## src/sv/rrq_pkg.sv

```systemverilog
// Package: scheduler types, constants and operation/status codes.
package rrq_pkg;
  localparam int MaxThreads = 16;
  localparam int WaitQueues = 8;
  localparam int StackBits  = 16;
  localparam int SlotBits   = 4;
  localparam int QueueBits  = 3;

  localparam logic [2:0] OP_PUSH    = 3'd0;
  localparam logic [2:0] OP_ADVANCE = 3'd1;
  localparam logic [2:0] OP_SAVE    = 3'd2;
  localparam logic [2:0] OP_READ    = 3'd3;
  localparam logic [2:0] OP_BLOCK   = 3'd4;
  localparam logic [2:0] OP_RESUME  = 3'd5;

  localparam logic [2:0] ST_OK     = 3'd0;
  localparam logic [2:0] ST_NULL   = 3'd1;
  localparam logic [2:0] ST_EMPTY  = 3'd2;
  localparam logic [2:0] ST_FULL   = 3'd3;
  localparam logic [2:0] ST_ORPHAN = 3'd4;
  localparam logic [2:0] ST_QEMPTY = 3'd5;

  typedef struct packed {
    logic [2:0]           op;
    logic [StackBits-1:0] stack_value;
    logic [2:0]           queue_index;
  } req_t;

  typedef struct packed {
    logic [StackBits-1:0] stack_out;
    logic [SlotBits-1:0]  thread_slot;
    logic [2:0]           status;
  } rsp_t;

  // controller -> datapath
  typedef struct packed {
    logic load;    // capture request
    logic link;    // table read phase
    logic commit;  // apply updates, emit result
  } cmd_t;
endpackage

```

## src/sv/round_robin_ready_ring_with_wait_queues.sv

```systemverilog
// Top level: round-robin thread scheduler with FIFO wait queues.
// Each request (start while busy is low) goes through capture, a table read
// phase, then commit; its result appears on rsp_o for exactly one cycle with
// done_o high, in the cycle after commit. The three-step sequencer does not
// take a new request until the previous result has been shown. There is no
// backpressure: the receiver must take every result in the cycle it is shown.
// Tables hold garbage until written, so stack_out from a never-pushed slot is
// undefined.
module round_robin_ready_ring_with_wait_queues (
  input  logic          clk_i,
  input  logic          rst_ni,
  input  logic          start,
  output logic          busy,
  input  rrq_pkg::req_t req_i,
  output logic          done_o,
  output rrq_pkg::rsp_t rsp_o
);
  import rrq_pkg::*;
  cmd_t cmd;
  logic ctrl_busy;

  // start is masked from the controller while the result is shown; it ignores start in its other busy states
  rrq_ctrl u_ctrl (
    .clk_i, .rst_ni, .start_i(start & ~done_o), .busy_o(ctrl_busy), .cmd_o(cmd)
  );

  rrq_dp u_dp (
    .clk_i, .rst_ni, .cmd_i(cmd), .req_i, .strobe_o(done_o), .rsp_o
  );

  // also busy while the result is shown, so requests never overlap
  assign busy = ctrl_busy | done_o;
endmodule

```

## src/sv/rrq_ctrl.sv

```systemverilog
// Controller: three-step sequencer per request.
module rrq_ctrl (
  input  logic          clk_i,
  input  logic          rst_ni,
  input  logic          start_i,
  output logic          busy_o,
  output rrq_pkg::cmd_t cmd_o
);
  import rrq_pkg::*;
  localparam logic [1:0] S_IDLE = 2'd0;
  localparam logic [1:0] S_LINK = 2'd1;
  localparam logic [1:0] S_COMMIT = 2'd2;
  logic [1:0] state_q, state_d;

  always_comb begin
    state_d = state_q;
    case (state_q)
      S_IDLE:   if (start_i) state_d = S_LINK;
      S_LINK:   state_d = S_COMMIT;
      S_COMMIT: state_d = S_IDLE;
      default:  state_d = S_IDLE;
    endcase
  end

  always_ff @(posedge clk_i or negedge rst_ni) begin
    if (!rst_ni) state_q <= S_IDLE;
    else state_q <= state_d;
  end

  assign busy_o      = state_q != S_IDLE;
  assign cmd_o.load  = state_q == S_IDLE && start_i;
  assign cmd_o.link  = state_q == S_LINK;
  assign cmd_o.commit = state_q == S_COMMIT;
endmodule

```

## src/sv/rrq_dp.sv

```systemverilog
// Datapath: slot tables, ring links, wait queues and result register.
module rrq_dp (
  input  logic          clk_i,
  input  logic          rst_ni,
  input  rrq_pkg::cmd_t cmd_i,
  input  rrq_pkg::req_t req_i,
  output logic          strobe_o,
  output rrq_pkg::rsp_t rsp_o
);
  import rrq_pkg::*;

  logic [StackBits-1:0] stk_q [MaxThreads];
  logic [SlotBits-1:0]  fwd_q [MaxThreads];
  logic [SlotBits-1:0]  bwd_q [MaxThreads];
  logic [SlotBits-1:0]  wlk_q [MaxThreads];
  logic [SlotBits-1:0]  qfirst_q [WaitQueues];
  logic [SlotBits-1:0]  qlast_q [WaitQueues];
  logic [WaitQueues-1:0] qocc_q;
  logic [SlotBits:0]    used_q;
  logic [SlotBits-1:0]  run_q, up_q, head_q, tail_q;
  logic                 runv_q;

  req_t                 r_q;
  logic [SlotBits-1:0]  cfwd_q, cbwd_q, tfwd_q, t_q, qf_q, ql_q, tlk_q, ts_q;
  logic [StackBits-1:0] cstk_q, ustk_q;
  logic                 strobe_q;
  rsp_t                 rsp_q;

  logic [QueueBits-1:0] qi;
  assign qi = r_q.queue_index;
  logic [SlotBits-1:0] us;
  assign us = used_q[SlotBits-1:0];

  // step 1: capture the request; step 2: read entries indexed by the captured request and ring pointers
  always_ff @(posedge clk_i) begin
    if (cmd_i.load) r_q <= req_i;
    if (cmd_i.link) begin
      cfwd_q <= fwd_q[run_q];
      cbwd_q <= bwd_q[run_q];
      tfwd_q <= fwd_q[tail_q];
      cstk_q <= stk_q[run_q];
      ustk_q <= stk_q[up_q];
      t_q    <= qfirst_q[qi];
      qf_q   <= qfirst_q[qi];
      ql_q   <= qlast_q[qi];
      tlk_q  <= wlk_q[qfirst_q[qi]];
      ts_q   <= qfirst_q[qi];
    end
  end

  logic [2:0] st;
  logic [StackBits-1:0] so;
  logic [SlotBits-1:0] sn;
  always_comb begin
    st = ST_OK; so = '0; sn = '0;
    case (r_q.op)
      OP_PUSH: begin
        if (r_q.stack_value == '0) st = ST_NULL;
        else if (used_q == 5'(MaxThreads)) st = ST_FULL;
      end
      OP_ADVANCE: begin
        if (used_q == '0) st = ST_EMPTY;
        else begin sn = up_q; so = ustk_q; end
      end
      OP_SAVE: if (!runv_q) st = ST_EMPTY;
      OP_READ: begin
        if (!runv_q) st = ST_EMPTY;
        else begin sn = run_q; so = cstk_q; end
      end
      OP_BLOCK: begin
        if (!runv_q) st = ST_EMPTY;
        else if (head_q == tail_q) st = ST_ORPHAN;
      end
      OP_RESUME: begin
        if (!qocc_q[qi]) st = ST_QEMPTY;
        else if (!runv_q) st = ST_EMPTY;
        else sn = t_q;
      end
      default: ;
    endcase
  end

  always_ff @(posedge clk_i) begin
    if (cmd_i.commit) begin
      rsp_q.status      <= st;
      rsp_q.thread_slot <= sn;
      rsp_q.stack_out   <= (r_q.op == OP_RESUME && st == ST_OK) ? stk_q[ts_q] : so;
      case (r_q.op)
        OP_PUSH: if (st == ST_OK) begin
          stk_q[us] <= r_q.stack_value;
          if (used_q == '0) begin
            fwd_q[us] <= us; bwd_q[us] <= us;
          end else begin
            fwd_q[us] <= tfwd_q; bwd_q[us] <= tail_q;
            fwd_q[tail_q] <= us; bwd_q[head_q] <= us;
          end
        end
        OP_SAVE: if (st == ST_OK) stk_q[run_q] <= r_q.stack_value;
        OP_BLOCK: if (runv_q) begin
          if (qocc_q[qi]) wlk_q[ql_q] <= run_q;
          else qfirst_q[qi] <= run_q;
          qlast_q[qi] <= run_q;
          bwd_q[cfwd_q] <= cbwd_q;
          fwd_q[cbwd_q] <= cfwd_q;
        end
        OP_RESUME: if (st == ST_OK) begin
          fwd_q[t_q] <= cfwd_q;
          bwd_q[t_q] <= run_q;
          bwd_q[up_q] <= t_q;
          fwd_q[run_q] <= t_q;
          if (qf_q != ql_q) qfirst_q[qi] <= tlk_q;
        end
        default: ;
      endcase
    end
  end

  // control registers
  always_ff @(posedge clk_i or negedge rst_ni) begin
    if (!rst_ni) begin
      qocc_q <= '0; used_q <= '0; run_q <= '0; runv_q <= 1'b0;
      up_q <= '0; head_q <= '0; tail_q <= '0; strobe_q <= 1'b0;
    end else begin
      strobe_q <= cmd_i.commit;
      if (cmd_i.commit) begin
        case (r_q.op)
          OP_PUSH: if (st == ST_OK) begin
            if (used_q == '0) begin
              head_q <= us; tail_q <= us; up_q <= us;
            end else tail_q <= us;
            used_q <= used_q + 1'b1;
          end
          // upcoming's forward link is read as of now (sn == up_q)
          OP_ADVANCE: if (st == ST_OK) begin
            run_q <= up_q; runv_q <= 1'b1; up_q <= fwd_q[up_q];
          end
          OP_BLOCK: if (runv_q) begin
            qocc_q[qi] <= 1'b1;
            if (head_q == run_q) head_q <= cfwd_q;
            if (tail_q == run_q) tail_q <= cbwd_q;
          end
          OP_RESUME: if (st == ST_OK) begin
            up_q <= t_q;
            if (run_q == tail_q) tail_q <= t_q;
            if (qf_q == ql_q) qocc_q[qi] <= 1'b0;
          end
          default: ;
        endcase
      end
    end
  end

  assign strobe_o = strobe_q;
  assign rsp_o    = rsp_q;
endmodule
```

## config.mk

```make
export PLATFORM = sky130hd
export DESIGN_NAME = round_robin_ready_ring_with_wait_queues
export DESIGN_NICKNAME = d
export VERILOG_FILES = /design/src/sv/rrq_pkg.sv /design/src/sv/round_robin_ready_ring_with_wait_queues.sv /design/src/sv/rrq_ctrl.sv /design/src/sv/rrq_dp.sv
export SDC_FILE = /design/constraint.sdc
export NUM_CORES = 1
export LEC_CHECK = 0
export ABC_AREA = 1
export BUFFER_PORTS_ARGS = -buffer_cell sky130_fd_sc_hd__clkbuf_2
export CAP_MARGIN = 30
export CORE_AREA = 2 2 344 346
export CTS_CLUSTER_DIAMETER = 30
export DETAILED_ROUTE_END_ITERATION = 16
export DIE_AREA = 0 0 346 348
export GPL_TIMING_DRIVEN = 1
export PLACE_DENSITY_LB_ADDON = 0.25
export REMOVE_ABC_BUFFERS = 1
export SYNTH_ARGS = -nofsm -noshare
export SYNTH_HDL_FRONTEND = slang
export SYNTH_SLANG_ARGS = --single-unit
```

## constraint.sdc

```tcl
create_clock -name clk_i -period 4.5 [get_ports clk_i]
set_clock_uncertainty 0.1 [all_clocks]
set_input_delay 0.225 -clock clk_i [delete_from_list [all_inputs] [get_ports clk_i]]
set_output_delay 0.225 -clock clk_i [all_outputs]
set_load 0.05 [all_outputs]
```

# Word level (Yosys, flattened, before mapping)

Memories as Yosys holds them, arrays and structs flattened. A register that Yosys moved wholly into a read port is not among the register bits.
Cells that the tools add are included.

$add $sub $neg: 1
Order comparisons: 2
Equal/unequal tests: 24
Multiplexer cells: 106
Bitwise gates (word level): 9
Reductions and logical operators: 27

Operators with widths:

| kind               | number |
|---|---|
| $mux 4             | 32 |
| $mux 16            | 4 |
| $mux 1             | 48 |
| $pmux 4 s3         | 3 |
| $pmux 16 s2        | 1 |
| $mux 8             | 3 |
| $reduce_or 4->1    | 6 |
| $eq 4x4->1         | 5 |
| $logic_not 16->1   | 1 |
| $pmux 8 s2         | 1 |
| $reduce_or 16->1   | 1 |
| $mux 3             | 5 |
| $pmux 3 s5         | 1 |
| $ne 2x1->1 const B | 7 |
| $reduce_and 6->1   | 2 |
| $and 8x8->8        | 1 |
| $mux 2             | 4 |
| $not 8->8          | 1 |
| $or 8x8->8         | 1 |
| $pmux 4 s2         | 1 |
| $reduce_and 7->1   | 1 |
| $eq 3x2->1 const B | 2 |
| $eq 3x3->1 const B | 2 |
| $logic_not 3->1    | 2 |
| other kinds (23)   | 34 |

Register bits after elaboration: 82
Bits in writable memories: 512
Output and inout port bits: 25
Logic and storage cells: 191
Memories kept: 6

Memories:

| memory        | depth | width | read ports | clocked after Yosys merged registers in | wr ports | line         | RTL |
|---|---|---|---|---|---|---|---|
| u_dp.stk_q    | 16    | 16    | 3          | 3                                       | 1        | rrq_dp.sv:12 | `logic [StackBits-1:0] stk_q [MaxThreads];` |
| u_dp.bwd_q    | 16    | 4     | 1          | 1                                       | 2        | rrq_dp.sv:14 | `logic [SlotBits-1:0] bwd_q [MaxThreads];` |
| u_dp.fwd_q    | 16    | 4     | 3          | 2                                       | 2        | rrq_dp.sv:13 | `logic [SlotBits-1:0] fwd_q [MaxThreads];` |
| u_dp.wlk_q    | 16    | 4     | 1          | 1                                       | 1        | rrq_dp.sv:15 | `logic [SlotBits-1:0] wlk_q [MaxThreads];` |
| u_dp.qfirst_q | 8     | 4     | 1          | 1                                       | 1        | rrq_dp.sv:16 | `logic [SlotBits-1:0] qfirst_q [WaitQueues];` |
| u_dp.qlast_q  | 8     | 4     | 1          | 1                                       | 1        | rrq_dp.sv:17 | `logic [SlotBits-1:0] qlast_q [WaitQueues];` |

# Longest topological paths before layout

Word-level depth: 12
Depth in mapped cells: 21
Gate-level depth less buffers: 18

# Cells and area by module

Synthesis repeated with hierarchy kept, for this count alone.

Cells, all modules: 3,938
Area total of the unflattened synthesis: 34,929.8 um^2

By module, submodules not included:

| module                                  | instances | cells each | area each (um^2) |
|---|---|---|---|
| rrq_dp                                  | 1         | 3,921      | 34,817.1 |
| rrq_ctrl                                | 1         | 12         | 93.8 |
| round_robin_ready_ring_with_wait_queues | 1         | 5          | 18.8 |

# Least setup slack after synthesis

Ideal clock, no wire load.

Path type: reg2reg
From: register u_ctrl.state_q[0]
To: register (tool-made name)
Arrival: 3.410 ns
Required time: 4.272 ns
Slack: 0.862 ns
Stages on the path, launching flop included: 6
Path buffers: 0
Period minus slack after synthesis: 3.638 ns
Path through: dfrtp_1 -> inv_1 -> nor2_1 -> inv_1 -> nand2_1 -> o21ai_0

RTL lines:

| what                     | line           | RTL |
|---|---|---|
| start: declaration       | rrq_ctrl.sv:13 | `logic [1:0] state_q, state_d;` |
| start signal: assignment | rrq_ctrl.sv:27 | `else state_q <= state_d;` |

==> flow_summary.json <==
{
  "clockBufferDepth": 3,
  "grt_pass1_vias": 29300,
  "max-cap-violations": 0,
  "grt_max_degree": 118,
  "die-area_sq_um": 120000,
  "drt_iter0_drc": 3693,
  "finalMaxSlewViolations": 0,
  "cp.required_ns": 4.83,
  "port_buffers": 49,
  "cts_root_buf": "clkbuf_16",
  "layout-drive-gt1-share_pct": 13.2,
  "yosysSeqAreaShare_pct": 55.7,
  "ios": 50,
  "vias": 30400,
  "clkLatencyLatePin_ns": 0.74,
  "wire_per_inst_um": 22.5,
  "antenna_found_initial": 2,
  "tightest_slew_ns": 1.06,
  "dieHeight_um": 348,
  "synth_cells": 3910,
  "setup_violations": 0,
  "dp_slack_ns": 0.666,
  "start_util_pct": 29.8,
  "yosys_register_bits": 653,
  "p_per_area_nw_per_um2": 714,
  "relSlewSlack_pct": 29.5,
  "reg2reg_from": "u_dp.qi[0]",
  "htree_levels": 4,
  "fmax_ghz": 0.251,
  "cts_tree": "built",
  "layout_common_cells": "o21ai_0 (857), edfxtp_1 (613), nand2_1 (610), nor2_1 (363), a21oi_1 (327)",
  "rows": 126,
  "leakage_nw": 16.0,
  "cts_setup_buffers": 0,
  "ir_worst_vdd_mv": 0.428,
  "yosysWarnings": 0,
  "status": "complete, no violations",
  "grt.total_usage_pct": 20.7,
  "cts.reportedPaths.clkPinSlew_ns": 0.04,
  "final_common_cell": "o21ai_0",
  "critPathMaxFanout": 20,
  "drt_wl_total_um": 127000,
  "first_pass_iters": 6,
  "hold_path_class": "input pin to flip-flop",
  "grt_pass1_wl_um": 189000,
  "rsz0062_at_grt": "false",
  "drc": 0,
  "final-hold-violation-count": 0,
  "end_kind": "flip-flop",
  "synthToLayoutAreaGrowth_pct": 22.5,
  "grt_overflow": 0,
  "setup_ws_ns": 0.522,
  "period_share_pct": 88.4,
  "clock_sinks": 653,
  "crit_path_start_kind": "flip-flop",
  "syn-cell-area_sq_um": 34800,
  "gp_congestion": 0.887,
  "hold_path_startpoint": "req_i[21]",
  "setup_tns_ns": 0,
  "period_minus_slack_ns": 3.98,
  "numCtsBuffers": 155,
  "drt-vias-per-instance": 5.39,
  "synth_area_per_cell_sq_um": 8.90,
  "core_area_sq_um": 117000,
  "hold_ws_ns": 0.103,
  "worstPathArrival_ns": 4.31,
  "final_antenna_net_count": 0,
  "critPathLaunch": "u_dp.qi[0]",
  "synth_cell_types": 46,
  "total_power_mw": 30.5,
  "die_w_um": 346,
  "fin_nets": 4005,
  "worst-setup-path-type": "flip-flop to flip-flop",
  "hpwlAfterDp_um": 81300
}
[report_power, final]
group | total (mW) | switching [mW] | internal (mW)
logic | 10.4 | 7.73 | 2.72
clock network | 11.5 | 3.73 | 7.74
registers | 8.55 | 0.688 | 7.87
total | 30.5 | 12.1 | 18.3
[critical path: stages, from the launching register on]
cell	delay [ns]
edfxtp_1	0.56
inv_1	0.27
nand4_1	0.15
nand2_1	0.06
nor2_1	0.18
nand2_1	0.13
nand2_1	0.08
nand2_1	0.08
nand2_1	0.09
nand2_2	0.07
nor2_4	0.31
buf_4	0.27
nand4_1	0.15
nand2_1	0.21
nand2_1	0.36
nor2_1	0.38
inv_1	0.07
nand2_1	0.16
[what timing repair did]
action / 4_1_cts / 5_1_grt
setup endpoints to repair: 0 / 0
hold endpoints to repair: 59 / 0
gates resized for setup: 0 / 0
hold buffers: 25 / 0
[Yosys cell counts, drive strengths merged]
library cell	instances	share of area, %
o21ai	876	13
nand2	624	6.8
edfxtp	613	53
nor2	413	4.8
a21oi	328	4.7
inv	269	2.9
clkbuf	240	2.6
nand3	185	2.8
o221ai	95	2.4
buf	54	0.88
o211ai	35	0.75
dfrtp	33	2.4
nand4	26	0.53
o22ai	20	0.36
a211oi	17	0.37
a32oi	16	0.40
xor2	12	0.30
dfxtp	7	0.40
xnor2	6	0.15
nor3	5	0.072
o32ai	5	0.13
a221oi	4	0.10
a311oi	4	0.10
clkinv	4	0.043
o31ai	4	0.086
a32o	3	0.086
mux2i	3	0.086
nor4	3	0.054
a22oi	2	0.043
ha	2	0.072
and3	1	0.018
or4	1	0.022
[cell families (layout without fill, tap and decap cells)]
| logic type | count (synthesis) | after routing | share of synthesized area (%) |
|---|---|---|---|
| AOI/OAI and AO/OA | 1409 | 1409 | 22.2 |
| and+or+nand+nor | 1258 | 1258 | 15.1 |
| DFF | 653 | 653 | 55.7 |
| buffers and inverters | 567 | 764 | 6.42 |
| xor gates and xnor gates | 18 | 18 | 0.453 |
| muxes | 3 | 3 | 0.0863 |
| adders and majority gates | 2 | 2 | 0.0719 |
| other | 0 | 1 | 0 |
[layout make-up]
class                   instances  area, sq um
inverters                     273         1030
diodes                          1         2.50
clock inverters               104         1320
multi-input cells            2690        13300
fillers                     11800        74300
clock buffers                 182         4080
flip-flops and latches        653        19400
well taps                    1536         1920
repair buffers                205         1620
[routing by layer]
layer	vias to the layer above	GRT usage [%]	share of wire (%)
met5	-	0	0
met4	0	10.0	4.3
met3	293	3.74	7.6
met2	1433	33.0	46
met1	14600	27.2	42
li1	14100	-	-
[flip-flops by register name, summed over array words and instances (netlist names), 19 cells and up, named ones only]
name	cells
u_dp.stk_q	256
u_dp.r_q	19
u_dp.qfirst_q	32
u_dp.qlast_q	32
u_dp.rsp_o	23
u_dp.bwd_q	64
u_dp.fwd_q	64
u_dp.wlk_q	64
[final timing paths]
| path | slack (ns) | to | cells after the start |
|---|---|---|---|
| setup reg to reg | 0.52 | u_dp.fwd_q[6][3] | 17 |
| setup / recovery | 0.52 | u_dp.fwd_q[6][3] | 17 |
| min in group asynchronous | 0.34 | async pin | 3 |
| max in group asynchronous | 3.45 | u_dp.up_q[0] | 4 |
| hold reg to reg | 0.41 | u_dp.used_q[2] | 1 |
| hold / removal | 0.10 | u_dp.r_q[21] | 2 |
[metrics by stage]
step | area (sq um) | util (%) | instances
3_3_place_gp | 36900 | 31.6 | 5329
2_1_floorplan | 33600 | - | 3616
5_1_grt | 42600 | 36.5 | 5643
6_report | 42700 | 36.5 | 5644
3_5_place_dp | 37000 | 31.6 | 5332
4_1_cts | 42600 | 36.5 | 5643
Power figures use the tool's default switching activity.
